===== config.mk =====
export PLATFORM = sky130hd
export DESIGN_NAME = apc_ctrl
export DESIGN_NICKNAME = d
export VERILOG_FILES = /design/src/sv/apc_pkg.sv /design/src/sv/apc_ctrl.sv
export SDC_FILE = /design/constraint.sdc
export NUM_CORES = 1
export LEC_CHECK = 0
export BUFFER_PORTS_ARGS = -buffer_cell sky130_fd_sc_hd__clkbuf_2
export CAP_MARGIN = 15
export CORE_MARGIN = 5
export CORE_UTILIZATION = 49
export DETAILED_ROUTE_END_ITERATION = 12
export PLACE_DENSITY = 0.76
export REMOVE_ABC_BUFFERS = 1
export SETUP_SLACK_MARGIN = 0.15
export SYNTH_ARGS = -nofsm -noshare
export SYNTH_HDL_FRONTEND = slang
export SYNTH_SLANG_ARGS = --single-unit

===== constraint.sdc =====
create_clock -name clk -period 2.05 [get_ports clk]
set_input_delay 0.3075 -clock clk [delete_from_list [all_inputs] [get_ports clk]]
set_output_delay 0.3075 -clock clk [all_outputs]
set_load 0.005 [all_outputs]

===== src/sv/apc_pkg.sv =====
// ----------------------------------------------------------------------------
// apc_pkg
// Shared widths, operation codes and controller/datapath interface types
// for the absolute Pearson correlation block.
// ----------------------------------------------------------------------------
package apc_pkg;

    localparam int DATA_W  = 16;
    localparam int CNT_W   = 17;
    localparam int SUM_W   = 33;
    localparam int SQ_W    = 47;
    localparam int XS_W    = 48;
    localparam int WORD_W  = 64;
    localparam int OPA_W   = 128;
    localparam int PROD_W  = OPA_W + WORD_W;
    localparam int Q_W     = 16;
    localparam int BIT_W   = 4;
    localparam int OP_W    = 4;

    localparam logic [Q_W-1:0] Q_ONE = 16'd32768;

    localparam logic [OP_W-1:0] OP_N_SXY   = 4'd0;
    localparam logic [OP_W-1:0] OP_SX_SY   = 4'd1;
    localparam logic [OP_W-1:0] OP_N_SXX   = 4'd2;
    localparam logic [OP_W-1:0] OP_SX_SX   = 4'd3;
    localparam logic [OP_W-1:0] OP_N_SYY   = 4'd4;
    localparam logic [OP_W-1:0] OP_SY_SY   = 4'd5;
    localparam logic [OP_W-1:0] OP_MAG_MAG = 4'd6;
    localparam logic [OP_W-1:0] OP_VX_VY   = 4'd7;
    localparam logic [OP_W-1:0] OP_TRIAL   = 4'd8;

    typedef struct packed {
        logic             accept;
        logic             mul_start;
        logic             store;
        logic             clear_q;
        logic             load_out;
        logic [OP_W-1:0]  op;
        logic [BIT_W-1:0] bit_idx;
    } apc_cmd_t;

    typedef struct packed {
        logic mul_done;
        logic mul_busy;
        logic degen;
        logic skip;
        logic out_full;
    } apc_status_t;

endpackage


===== src/sv/apc_ctrl.sv =====
// ----------------------------------------------------------------------------
// apc_ctrl
// Sequencer that accepts sample pairs and, at a window end, steps the
// datapath through the products and the coefficient search.
// ----------------------------------------------------------------------------
module apc_ctrl (
    input  logic                 clk,
    input  logic                 rst_n,
    input  logic                 in_valid,
    input  logic                 window_end,
    output logic                 in_ready,
    input  apc_pkg::apc_status_t status,
    output apc_pkg::apc_cmd_t    cmd
);
    import apc_pkg::*;

    localparam logic [2:0] ST_IDLE   = 3'd0;
    localparam logic [2:0] ST_START  = 3'd1;
    localparam logic [2:0] ST_WAIT   = 3'd2;
    localparam logic [2:0] ST_CHECK  = 3'd3;
    localparam logic [2:0] ST_FINISH = 3'd4;

    logic [2:0]       state_reg, state_next;
    logic [OP_W-1:0]  op_reg, op_next;
    logic [BIT_W-1:0] bit_reg, bit_next;
    logic             accept;

    assign in_ready = (state_reg == ST_IDLE);
    assign accept   = in_valid && in_ready;

    always_comb
    begin
        state_next    = state_reg;
        op_next       = op_reg;
        bit_next      = bit_reg;
        cmd.accept    = accept;
        cmd.mul_start = 1'b0;
        cmd.store     = 1'b0;
        cmd.clear_q   = 1'b0;
        cmd.load_out  = 1'b0;
        cmd.op        = op_reg;
        cmd.bit_idx   = bit_reg;
        case (state_reg)
            ST_IDLE:
            begin
                if (accept && window_end)
                begin
                    cmd.clear_q = 1'b1;
                    op_next     = OP_N_SXY;
                    state_next  = ST_START;
                end
            end
            ST_START:
            begin
                if ((op_reg == OP_TRIAL) && status.skip)
                begin
                    if (bit_reg == '0)
                    begin
                        state_next = ST_FINISH;
                    end
                    else
                    begin
                        bit_next = bit_reg - BIT_W'(1);
                    end
                end
                else
                begin
                    cmd.mul_start = 1'b1;
                    state_next    = ST_WAIT;
                end
            end
            ST_WAIT:
            begin
                if (status.mul_done)
                begin
                    cmd.store  = 1'b1;
                    state_next = ST_START;
                    case (op_reg)
                        OP_N_SXY:   op_next = OP_SX_SY;
                        OP_SX_SY:   op_next = OP_N_SXX;
                        OP_N_SXX:   op_next = OP_SX_SX;
                        OP_SX_SX:   op_next = OP_N_SYY;
                        OP_N_SYY:   op_next = OP_SY_SY;
                        OP_SY_SY:   state_next = ST_CHECK;
                        OP_MAG_MAG: op_next = OP_VX_VY;
                        OP_VX_VY:
                        begin
                            op_next  = OP_TRIAL;
                            bit_next = BIT_W'(Q_W - 1);
                        end
                        OP_TRIAL:
                        begin
                            if (bit_reg == '0)
                            begin
                                state_next = ST_FINISH;
                            end
                            else
                            begin
                                bit_next = bit_reg - BIT_W'(1);
                            end
                        end
                        default:    state_next = ST_FINISH;
                    endcase
                end
            end
            ST_CHECK:
            begin
                if (status.degen)
                begin
                    state_next = ST_FINISH;
                end
                else
                begin
                    op_next    = OP_MAG_MAG;
                    state_next = ST_START;
                end
            end
            ST_FINISH:
            begin
                if (!status.out_full)
                begin
                    cmd.load_out = 1'b1;
                    state_next   = ST_IDLE;
                end
            end
            default:
            begin
                state_next = ST_IDLE;
            end
        endcase
    end

    always_ff @(posedge clk or negedge rst_n)
    begin
        if (!rst_n)
        begin
            state_reg <= ST_IDLE;
            op_reg    <= OP_N_SXY;
            bit_reg   <= '0;
        end
        else
        begin
            state_reg <= state_next;
            op_reg    <= op_next;
            bit_reg   <= bit_next;
        end
    end

endmodule


# Word-level counts from Yosys, hierarchy flattened
# Index checks and enable logic that the tools add are counted.
# word_totals
register_bits	11
latch_bits	0
mem_bits_rw	0
mem_bits_ro	0
mem_count	0
# op_classes
add_sub_neg	1
n_mul	0
div_mod_pow	0
n_lt_le_gt_ge	0
eq_ne	20
n_shift	0
mux	27
bitwise	0
n_reduce_logical	12
# ops
cell	n
case mux 4 bit (7 select lines)	1
2-to-1 mux 4 bit	6
2-to-1 mux 3 bit	7
equality test 4 x 3 -> 1 bit, second input constant	4
case mux 4 bit (2 select lines)	2
case mux 3 bit (5 select lines)	1
case mux 4 bit (3 select lines)	1
case mux 3 bit (3 select lines)	1
equality test 4 x 2 -> 1 bit, second input constant	2
logical NOT 4 bit	2
2-to-1 mux 1 bit	8
inequality test 2 bit, second input constant	4
inequality test 8 x 1 -> 1 bit, second input constant	1
AND reduction 4 bit	2
OR reduction 7 bit	1
equality test 3 x 2 -> 1 bit, second input constant	2
AND reduction 5 bit	1
equality test 4 x 1 -> 1 bit, second input constant	1
equality test 4 bit, second input constant	1
subtractor 4 x 1 -> 4 bit, second input constant	1
equality test 3 x 1 -> 1 bit, second input constant	1
equality test 3 bit, second input constant	1
logical AND 1 bit	3
logical NOT 3 bit	1
5 further kinds	5

# Depth between registers and ports, before layout
# Gate-level depths: netlist of run 1.
# depth
ltp_word	5
ltp_mapped	6
depth_no_buf	6

# Least setup slack after synthesis of run 1
# Ideal clock, no wire load.
# synth_timing
path_type	flip-flop to flip-flop
start	register op_reg[2]
end	register bit_reg[0]
arrival_ps	1500
required_ps	1924
slack_ps	424
stages_incl_launch_ff	5
n_path_buf	0
path_cell_list	dfrtp_1 > nor4b_4 > and4_4 > nor2_2 > o32a_1
# synth_via
elab_chain_cells	4
word_cells_on_any_way	9
cone_classes	eq/ne (4); mux (3); reduce/logical (2)
# synth_lines
element	line_no	source
from (decl)	apc_ctrl.sv:24	logic [OP_W-1:0] op_reg, op_next;
from (signal assigned)	apc_ctrl.sv:144	op_reg <= op_next;
equality test 4 bit / equality test 4 x 3 -> 1 bit (equally long branches)	apc_ctrl.sv:55, apc_ctrl.sv:78	
case mux 4 bit (2 select lines) / logical AND 1 bit (equally long branches)	apc_ctrl.sv:78, apc_ctrl.sv:55	
2-to-1 mux 4 bit / inequality test 2 bit (equally long branches)	--	
case mux 4 bit (2 select lines) / AND reduction 4 bit (equally long branches)	--	
to (signal assigned)	apc_ctrl.sv:145	bit_reg <= bit_next;
to (decl)	apc_ctrl.sv:25	logic [BIT_W-1:0] bit_reg, bit_next;
# Parallel ways exist; a longest one is shown, timed or not. The select of a mux whose other input is x is not followed.
# A chain may end at the register's enable or synchronous reset.

==> results of run 1 <==
## metal layers
metal  track usage  up-vias  wire length [um]
met3       0.02410        4                84
met4        0.1266        0                57
li1              -      369                 -
met5             0        -                 0
met2        0.2903       22               961
met1        0.1925      373               769
## where the power goes
group          switching (uW)  leakage (uW)  internal (uW)  total [uW]
logic                     256      0.000268            236         492
clock network            73.7     0.0000150           75.4         149
registers                 132      0.000147            277         409
## logic make-up (layout without fill, tap and decap cells)
family | after synthesis | after routing
AO/OA/AOI/OAI | 26 | 26
flip-flops | 11 | 11
buffers and inverters | 9 | 34
adder cells (fa/ha/maj) | 1 | 1
AND/OR/NAND/NOR | 33 | 33
multiplexers | 3 | 3
## per-stage QoR
step	util	setup WS [ps]	power, uW
global placement	0.5839	310.4	887.2
floorplan	-	424.2	720.2
detailed placement	0.5839	297.0	903.9
finish	0.6188	258.2	1050
global route	0.6188	158.4	1153
CTS	0.6080	153.6	1058
## layout make-up
| type | instances | area (um2) | area share |
|---|---|---|---|
| sequential | 11 | 276.5 | 0.2966 |
| timing repair buffer | 24 | 130.1 | 0.1396 |
| inverter | 6 | 22.52 | 0.02416 |
| multi-input combinational | 63 | 456.7 | 0.4899 |
| tap | 16 | 20.02 | 0.02148 |
| clock buffer | 4 | 26.28 | 0.02819 |
## worst min-delay path by stage
stage	to
5_1_grt	state_reg[2]$_DFFE_PN0P_
3_3_place_gp	bit_reg[1]$_DFFE_PN0P_
6_report	state_reg[2]$_DFFE_PN0P_
2_1_floorplan	bit_reg[0]$_DFFE_PN0P_
4_1_cts	state_reg[2]$_DFFE_PN0P_
3_5_place_dp	bit_reg[1]$_DFFE_PN0P_
## cells in the mapped netlist (3+ instances only)
master	number	area share
nand2_1	7	0.034
nor2_1	3	0.015
dfrtp_1	11	0.36
o21ai_0	4	0.026
a21oi_1	4	0.026
inv_1	6	0.029
nor2b_1	3	0.024
## timing repair
action	CTS	global route
gates resized for setup	0	1
hold endpoints to repair	11	0
endpoints found under the setup margin	0	1
hold buffers	1	0
buffers inserted	0	2
==> impl_results.md, run 1 <==
* XOR/XNOR Fraction of Synth Area at 0
* Max-slew violations at 0
* Post-synth EDFFs at 0
* Overall die area at 0.002476 mm2
* Compound-Gate Fraction of Synth Area at 0.2504
* Routed wire length at 1.873 mm
* Die height at between 40 and 50 um
* Vias in the first global route at 758
* Hold WS at 271.3 ps
* DP Wirelength at 1.414 mm
* Critical Path Stages at 4
* PortBufs at 21
* Drc violations at 0
* Crit Path Max Fanout at 6
* Crit-path cells: nor4b_4, nand2_1, and3_1, clkbuf_2
* Root Buffer Master: clkbuf_4
* Final setup TNS at 0 ps
* Tmin final at 1792 ps
* Area after DPL at 879.6 um2
* Final hold vios at 0
* Total GRT Usage at 0.1720
* # fillers at 151
* Synthesis-stage register bit count at 11
* Yosys warns at 0
* P&R area growth vs syn at 20.36%
* Share of layout cells above drive strength 1 at 0.3241
* Delay-heaviest family, CP: simple AND/OR/NAND/NOR gates
* Max-Cap Viols at 0
* GP Congestion at 0.8237
* Cells after Synth at 83
* Mapped cell area at 774.5 um2
* VDD IR-drop max at 0.0007141 V
* GR Overflow Total at 0
* CP Capture Point: cmd[11]
* Final antenna-violating net count at 0
* Power density over the cells at 1127 mW/mm2
* Crit Path Class: reg2out
* Commonest non-fill, non-tap cell in the layout: clkbuf_2
* H-tree depth at 1
* First-pass GRT wire length at 3.291 mm
* Reg2reg setup slack at 280 ps
* Relative slew slack at 0.7359
* Row cnt at 14
* Initial DRT Pass Iterations at 4
* Sequential area share after synthesis at 0.3554
* CORE AREA at 0.001506 mm2
* Critical Path Source Type: flip-flop
* Final setup vio count at 0
* Non-filler cells, final at between 100 and 150
* Simple-gate share of the synthesized area at 0.2827
* CP max stage cell: dfrtp_1
* Clock skew at roughly 3.1 ps
* Post-Synth Adder-Cell Area at 0.01616
* Worst r2r src: bit_reg[0]$_DFFE_PN0P_
* I/O Pins at 23
* Leading cell types in the layout, fill and taps excluded: clkbuf_2, dfrtp_1, nand2_1, inv_1
* Mux share of post-synthesis cell area at 0.04039
* WP data required at 1740 ps
* Min-Delay Path Class: in2reg
* Max clock buf depth at 2
* CP endpoint kind: primary output
* Largest net degree at the start of global routing at 15
* Initial Util at 0.5141
* R2r endpoint: state_reg[2]$_DFFE_PN0P_
* Clock-pin slew of the registers on the worst-case setup and hold paths at ~70 ps
* Largest family of logic cells by synthesized area: simple AND/OR/NAND/NOR gates
* Synth unique cells at 41
* Cells on Worst Hold Path at 2
* Hold_sp: status[0]
* Placed Cells at 117
* Avg WL per Cell at 15.10 um
* Post-route cell area at ~930 um2
* Detailed Route Iter0 Violations at 4
* Via Count at 768
* Ant. Diodes at 0
* Clock Sinks at 11
* Worst-Skew Late Latency at 270 ps
* DR vias/cell at slightly above 6
* Fmax at 558.1 MHz
* Worst-Margin Slew at 390.8 ps
* Outcome: completed
* CTS tree: done
* Crit path DAT at 1480 ps
* Tcrit/Tclk final at 0.8741
* Layout Nets at 119
* WP buf/inv at 1
* Slowest stage delay, CP at 460 ps
* Die X at 49.76 um
* Mean post-synth cell area at 9.331 um2
* Async S/R FF share, synth at 1.000
* Number of antenna violations at the first check in global routing at 0
* Worst Reg2Reg Path Length in Cells at 6
* RSZ-0062 raised after global routing: no
* Critical path origin: op_reg[1]$_DFFE_PN0P_
* LEAKAGE at 0.0004303 uW
* CTS Buf Count at 3
* Main synth FF type: dfrtp_1
No activity file was read; power rests on OpenSTA's default activity.
==> inputs of run 2 (changes only) <==
==> constraint.sdc (replaced) <==
create_clock -name clk -period 2.05 [get_ports clk]
set_input_delay 0.205 -clock clk [delete_from_list [all_inputs] [get_ports clk]]
set_output_delay 0.205 -clock clk [all_outputs]
set_load 0.005 [all_outputs]
==> run 2 against run 1 <==
Critical path depth unchanged. Clock skew decreased by 1.8 ps. Non-clock buffer count decreased by 2. Die area unchanged. Sequential share of layout area increased by 0.39 points. Largest cell class unchanged.
==> impl_results.md, run 2 (synthesis results as in run 1) <==
* RSZ-0062 raised after global routing: no
* WP data required at 1850 ps
* Worst r2r src: state_reg[0]$_DFFE_PN0P_
* Routed wire length at ~1.8 mm
* H-tree depth at 1
* Largest net degree at the start of global routing at 15
* Tcrit/Tclk final at 0.8671
* Max-slew violations at 0
* Die X at ~50 um
* Sequential Power Share at 0.391
* CTS tree: done
* Die height at 49.76 um
* Final worst slack at 272.5 ps
* GP Congestion at 0.8418
* Final hold vios at 0
* Clock share of power at 0.138
* Cells on Worst Hold Path at 2
* Initial DRT Pass Iterations at 4
* Relative slew slack at 0.7261
* Crit Path Max Fanout at 9
* Hold worst-path end: state_reg[2]$_DFFE_PN0P_
* Final setup TNS at 0 ps
* Final setup vio count at 0
* Gate power share at 0.470
* Outcome: completed
* Overall die area at 0.002476 mm2
* Worst-Margin Slew at 405.3 ps
* P&R area growth vs syn at 18.26%
* Tot Pwr at 1039 uW
* WP buf/inv at 1
* Internal at 586.4 uW
* Switching power at 452.2 uW
* Row cnt at 14
* Initial Util at 0.5141
* Delay-heaviest family, CP: simple AND/OR/NAND/NOR gates
* Hold_sp: status[0]
* Reg2reg setup slack at 290 ps
* Crit-path cells: nor4b_4, nand2_1, and3_1, clkbuf_2
* Min-Delay Path Class: in2reg
* I/O Pins at 23
* Clock skew at 1.343 ps
* Root Buffer Master: clkbuf_4
* VDD IR-drop max at 0.0005369 V
* Total GRT Usage at 0.1567
* Share of layout cells above drive strength 1 at 0.3019
* First-pass GRT wire length at just over 3 mm
* Max-Cap Viols at 0
* Drc violations at 0
* CP max stage cell: dfrtp_1
* Fmax at 562.6 MHz
* GR Overflow Total at 0
* Ant. Diodes at 0
* Power density over the cells at approximately 1100 mW/mm2
* Detailed Route Iter0 Violations at 11
* Tmin final at between 1500 and 2000 ps
* Leading cell types in the layout, fill and taps excluded: clkbuf_2, dfrtp_1, nand2_1, inv_1
* CORE AREA at 0.001506 mm2
* DR vias/cell at 6.205
* Layout Nets at ~120
* Final core occ at 0.6080
* Commonest non-fill, non-tap cell in the layout: clkbuf_2
* CTS Buf Count at 3
* Worst-Skew Late Latency at 260 ps
* CP endpoint kind: primary output
* Number of antenna violations at the first check in global routing at 0
* Crit path DAT at about 1600 ps
* Via Count at 757
* Switching share of power at 0.4354
* Max clock buf depth at 2
* Clock-pin slew of the registers on the worst-case setup and hold paths at 70 ps
* Vias in the first global route at 746
* # resized after CTS at 0
* Avg WL per Cell at around 14 um
* Clock Sinks at 11
* # fillers at 144
* Critical Path Source Type: flip-flop
* R2r endpoint: bit_reg[1]$_DFFE_PN0P_
* Worst Reg2Reg Path Length in Cells at 4
* DP Wirelength at 1.338 mm
* Slowest stage delay, CP at 480 ps
* Post-route cell area at about 920 um2
* Final antenna-violating net count at 0
* Pre-CTS setup slack at 315.8 ps
* LEAKAGE at 0.0004208 uW
* PortBufs at 21
* Crit Path Class: reg2out
* Area after DPL at around 880 um2
## run 2: power by group through the flow
stage | Clock, uW | Combinational (uW) | Sequential, uW
2_1_floorplan | 0 | 335 | 385
3_3_place_gp | 0 | 481 | 406
3_5_place_dp | 0 | 487 | 410
4_1_cts | 149 | 493 | 405
5_1_grt | 163 | 552 | 424
6_report | 143 | 489 | 406
## run 2: through the flow
stage	hold slack, ps	std cells
floorplan	-90.59	80
global placement	91.13	117
detailed placement	99.01	117
CTS	173.9	122
global route	192.7	122
finish	178.4	122
## run 2: worst max-delay path by stage
stage                     slack (ps)                   start  cells after the start                       end
after global routing             170   op_reg[2]$_DFFE_PN0P_                      4                   cmd[11]
final                            270   op_reg[2]$_DFFE_PN0P_                      4                   cmd[11]
after floorplan                  420   op_reg[2]$_DFFE_PN0P_                      4    bit_reg[0]$_DFFE_PN0P_
after CTS                        250   op_reg[2]$_DFFE_PN0P_                      4                   cmd[11]
after detailed placement         320   op_reg[2]$_DFFE_PN0P_                      4    bit_reg[1]$_DFFE_PN0P_
after global placement           320  bit_reg[0]$_DFFE_PN0P_                      6  state_reg[2]$_DFFE_PN0P_
## run 2: layout make-up
| cell class | count | area (um2) | share of cell area |
|---|---|---|---|
| Sequential cell | 11 | 275.3 | 0.3005 |
| Tap cell | 16 | 20.02 | 0.02186 |
| Multi-Input combinational cell | 63 | 456.7 | 0.4986 |
| Inverter | 6 | 22.52 | 0.02459 |
| Timing Repair Buffer | 22 | 115.1 | 0.1257 |
| Clock buffer | 4 | 26.28 | 0.02869 |
## run 2: routing by layer
metal / track usage / wire length [um] / part of all wire / vias up
li1: - / - / - / 362
met1: 0.1876 / 758 / 0.43 / 369
met2: 0.2691 / 878 / 0.50 / 21
met3: 0.01205 / 70 / 0.040 / 5
met4: 0.09170 / 46 / 0.026 / 0
met5: 0 / 0 / 0 / -
## run 2: what timing repair did
item,CTS,global route
endpoints found under the hold margin,11,0
hold buffers,1,0
setup buffers,0,0
==> inputs of run 3 (changes only) <==
Settings changed: RECOVER_POWER set to 100.
==> run 3 against run 2 <==
First-iteration DRC count is 45% higher. Clock-buffer cell count stayed put. Worst hold slack barely moved. Maximum frequency down 4.4%. Worst setup slack worse by 82 ps. Global-route usage stayed put. Flip-flop and latch count stayed put. Critical path depth unchanged. Clock skew barely moved. Utilization fell by 0.58 points. Combinational power decreased by 2%. Clock power about the same. Largest power group unchanged.
==> impl_results.md, run 3 (synthesis results as in run 1) <==
* Outcome: completed
* I/O Pins at 23
* Relative slew slack at 0.5887
* Worst-Skew Late Latency at 260 ps
* # resized after CTS at 0
* Die height at 49.76 um
* Final worst slack at 190.0 ps
* Post-route cell area at 907.1 um2
* DR vias/cell at 6.238
* Clock skew at 1.333 ps
* # fillers at 150
* Seq. cell area at 275.3 um2
* Tot Pwr at 1027 uW
* First-pass GRT wire length at around 3.1 mm
* Gate power share at 0.465
* Max-Cap Viols at 0
* Row cnt at 14
* Drc violations at 0
* P&R area growth vs syn at 17.12%
* Hold_sp: status[0]
* Final hold vios at 0
* Max clock buf depth at 2
* WP data required at 2200 ps
* Area after DPL at 879.6 um2
* GR Overflow Total at 0
* Tmin final at 1860 ps
* Max-slew violations at 0
* Hold WS at about 180 ps
* Reg2reg setup slack at 190 ps
* Routed wire length at about 1.8 mm
* Via Count at 761
* CTS tree: done
* Internal at about 580 uW
* Share of layout cells above drive strength 1 at 0.2358
* Crit Path Class: reg2reg
* Crit-path cells: nand2b_1, mux2i_1, o21ai_0, mux2_2
* WP buf/inv at 0
* Critical Path Source Type: flip-flop
* Area of the multi-input gates at 456.7 um2
* Detailed Route Iter0 Violations at 16
* CP max stage cell: dfrtp_1
* PortBufs at 21
* Switching share of power at 0.4386
* Largest net degree at the start of global routing at 15
* Leading cell types in the layout, fill and taps excluded: clkbuf_2, dfrtp_1, clkbuf_1, nand2_1, inv_1
* Ant. Diodes at 0
* Initial Util at 0.5141
* Clock share of power at 0.139
* Worst r2r src: state_reg[0]$_DFFE_PN0P_
* Final antenna-violating net count at 0
* Total GRT Usage at 0.1567
* Commonest non-fill, non-tap cell in the layout: clkbuf_2
* H-tree depth at 1
* Worst-Margin Slew at 610.5 ps
* Vias in the first global route at around 750
* Critical path origin: state_reg[0]$_DFFE_PN0P_
* Power density over the cells at 1132 mW/mm2
* Number of antenna violations at the first check in global routing at 0
* Fmax at 537.6 MHz
* CTS Buf Count at 3
* Pre-CTS setup slack at 315.8 ps
* Clock-pin slew of the registers on the worst-case setup and hold paths at roughly 70 ps
* Layout Nets at 117
* Post-CTS Hold Fix Bufs at 1
* Initial DRT Pass Iterations at 4
* Crit path DAT at between 2000 and 2500 ps
* Sequential Power Share at 0.396
* Post-CTS Setup Bufs at 0
* LEAKAGE at 0.0003971 uW
* CP endpoint kind: flip-flop
* Avg WL per Cell at between 10 and 15 um
* Overall die area at 0.002476 mm2
* Slowest stage delay, CP at 520 ps
* Die X at ~50 um
* Delay-heaviest family, CP: flip-flops
* RSZ-0062 raised after global routing: no
* VDD IR-drop max at 0.0005325 V
* Final setup TNS at 0 ps
* Tcrit/Tclk final at 0.9073
* GP Congestion at 0.8418
* Switching power at 450.6 uW
* Clock Sinks at 11
* CORE AREA at 0.001506 mm2
* Root Buffer Master: clkbuf_4
* DP Wirelength at between 1 and 1.5 mm
* Final setup vio count at 0
* Crit Path Max Fanout at 14
* Min-Delay Path Class: in2reg
## run 3: cell counts in the layout (fill, tap and decap cells not counted)
Identical to the previous run, type by type.
## run 3: stage by stage
| stage | utilization | instances |
|---|---|---|
| 5_1_grt | 0.6022 | 122 |
| 3_3_place_gp | 0.5839 | 117 |
| 4_1_cts | 0.6080 | 122 |
| 3_5_place_dp | 0.5839 | 117 |
| 6_report | 0.6022 | 122 |
| 2_1_floorplan | - | 80 |
## run 3: power groups by stage
stage	Sequential, uW	Combinational (uW)	Clock, uW
detailed placement	410	487	0
global route	423	542	163
floorplan	385	335	0
CTS	405	493	149
global placement	406	481	0
finish	407	477	143
## run 3: cell type report
type / count / share of cell area
multi-input combinational: 63 / 0.5034
timing repair buffer: 22 / 0.1172
tap: 16 / 0.02207
sequential: 11 / 0.3034
inverter: 6 / 0.02483
clock buffer: 4 / 0.02897
## run 3: final timing paths
path                                             to  cells past startpoint
max                           op_reg[0]$_DFFE_PN0P_                      4
min                        state_reg[2]$_DFFE_PN0P_                      2
max reg2reg                   op_reg[0]$_DFFE_PN0P_                      4
min reg2reg                  bit_reg[1]$_DFFE_PN0P_                      1
max in group asynchronous     op_reg[2]$_DFFE_PN0P_                      2
min in group asynchronous    bit_reg[0]$_DFFE_PN0P_                      2
## run 3: worst register-to-register path: stages, from the launching register on
cell	delay [ps]
dfrtp_1	520
nand2b_1	190
mux2i_1	110
o21ai_0	520
mux2_2	410
## run 3: metal layers
metal | GRT usage | vias to the layer above | part of all wire
met3 | 0.01205 | 5 | 0.051
met4 | 0.09170 | 0 | 0.026
met2 | 0.2691 | 25 | 0.50
met1 | 0.1876 | 370 | 0.42
li1 | - | 361 | -
met5 | 0 | - | 0
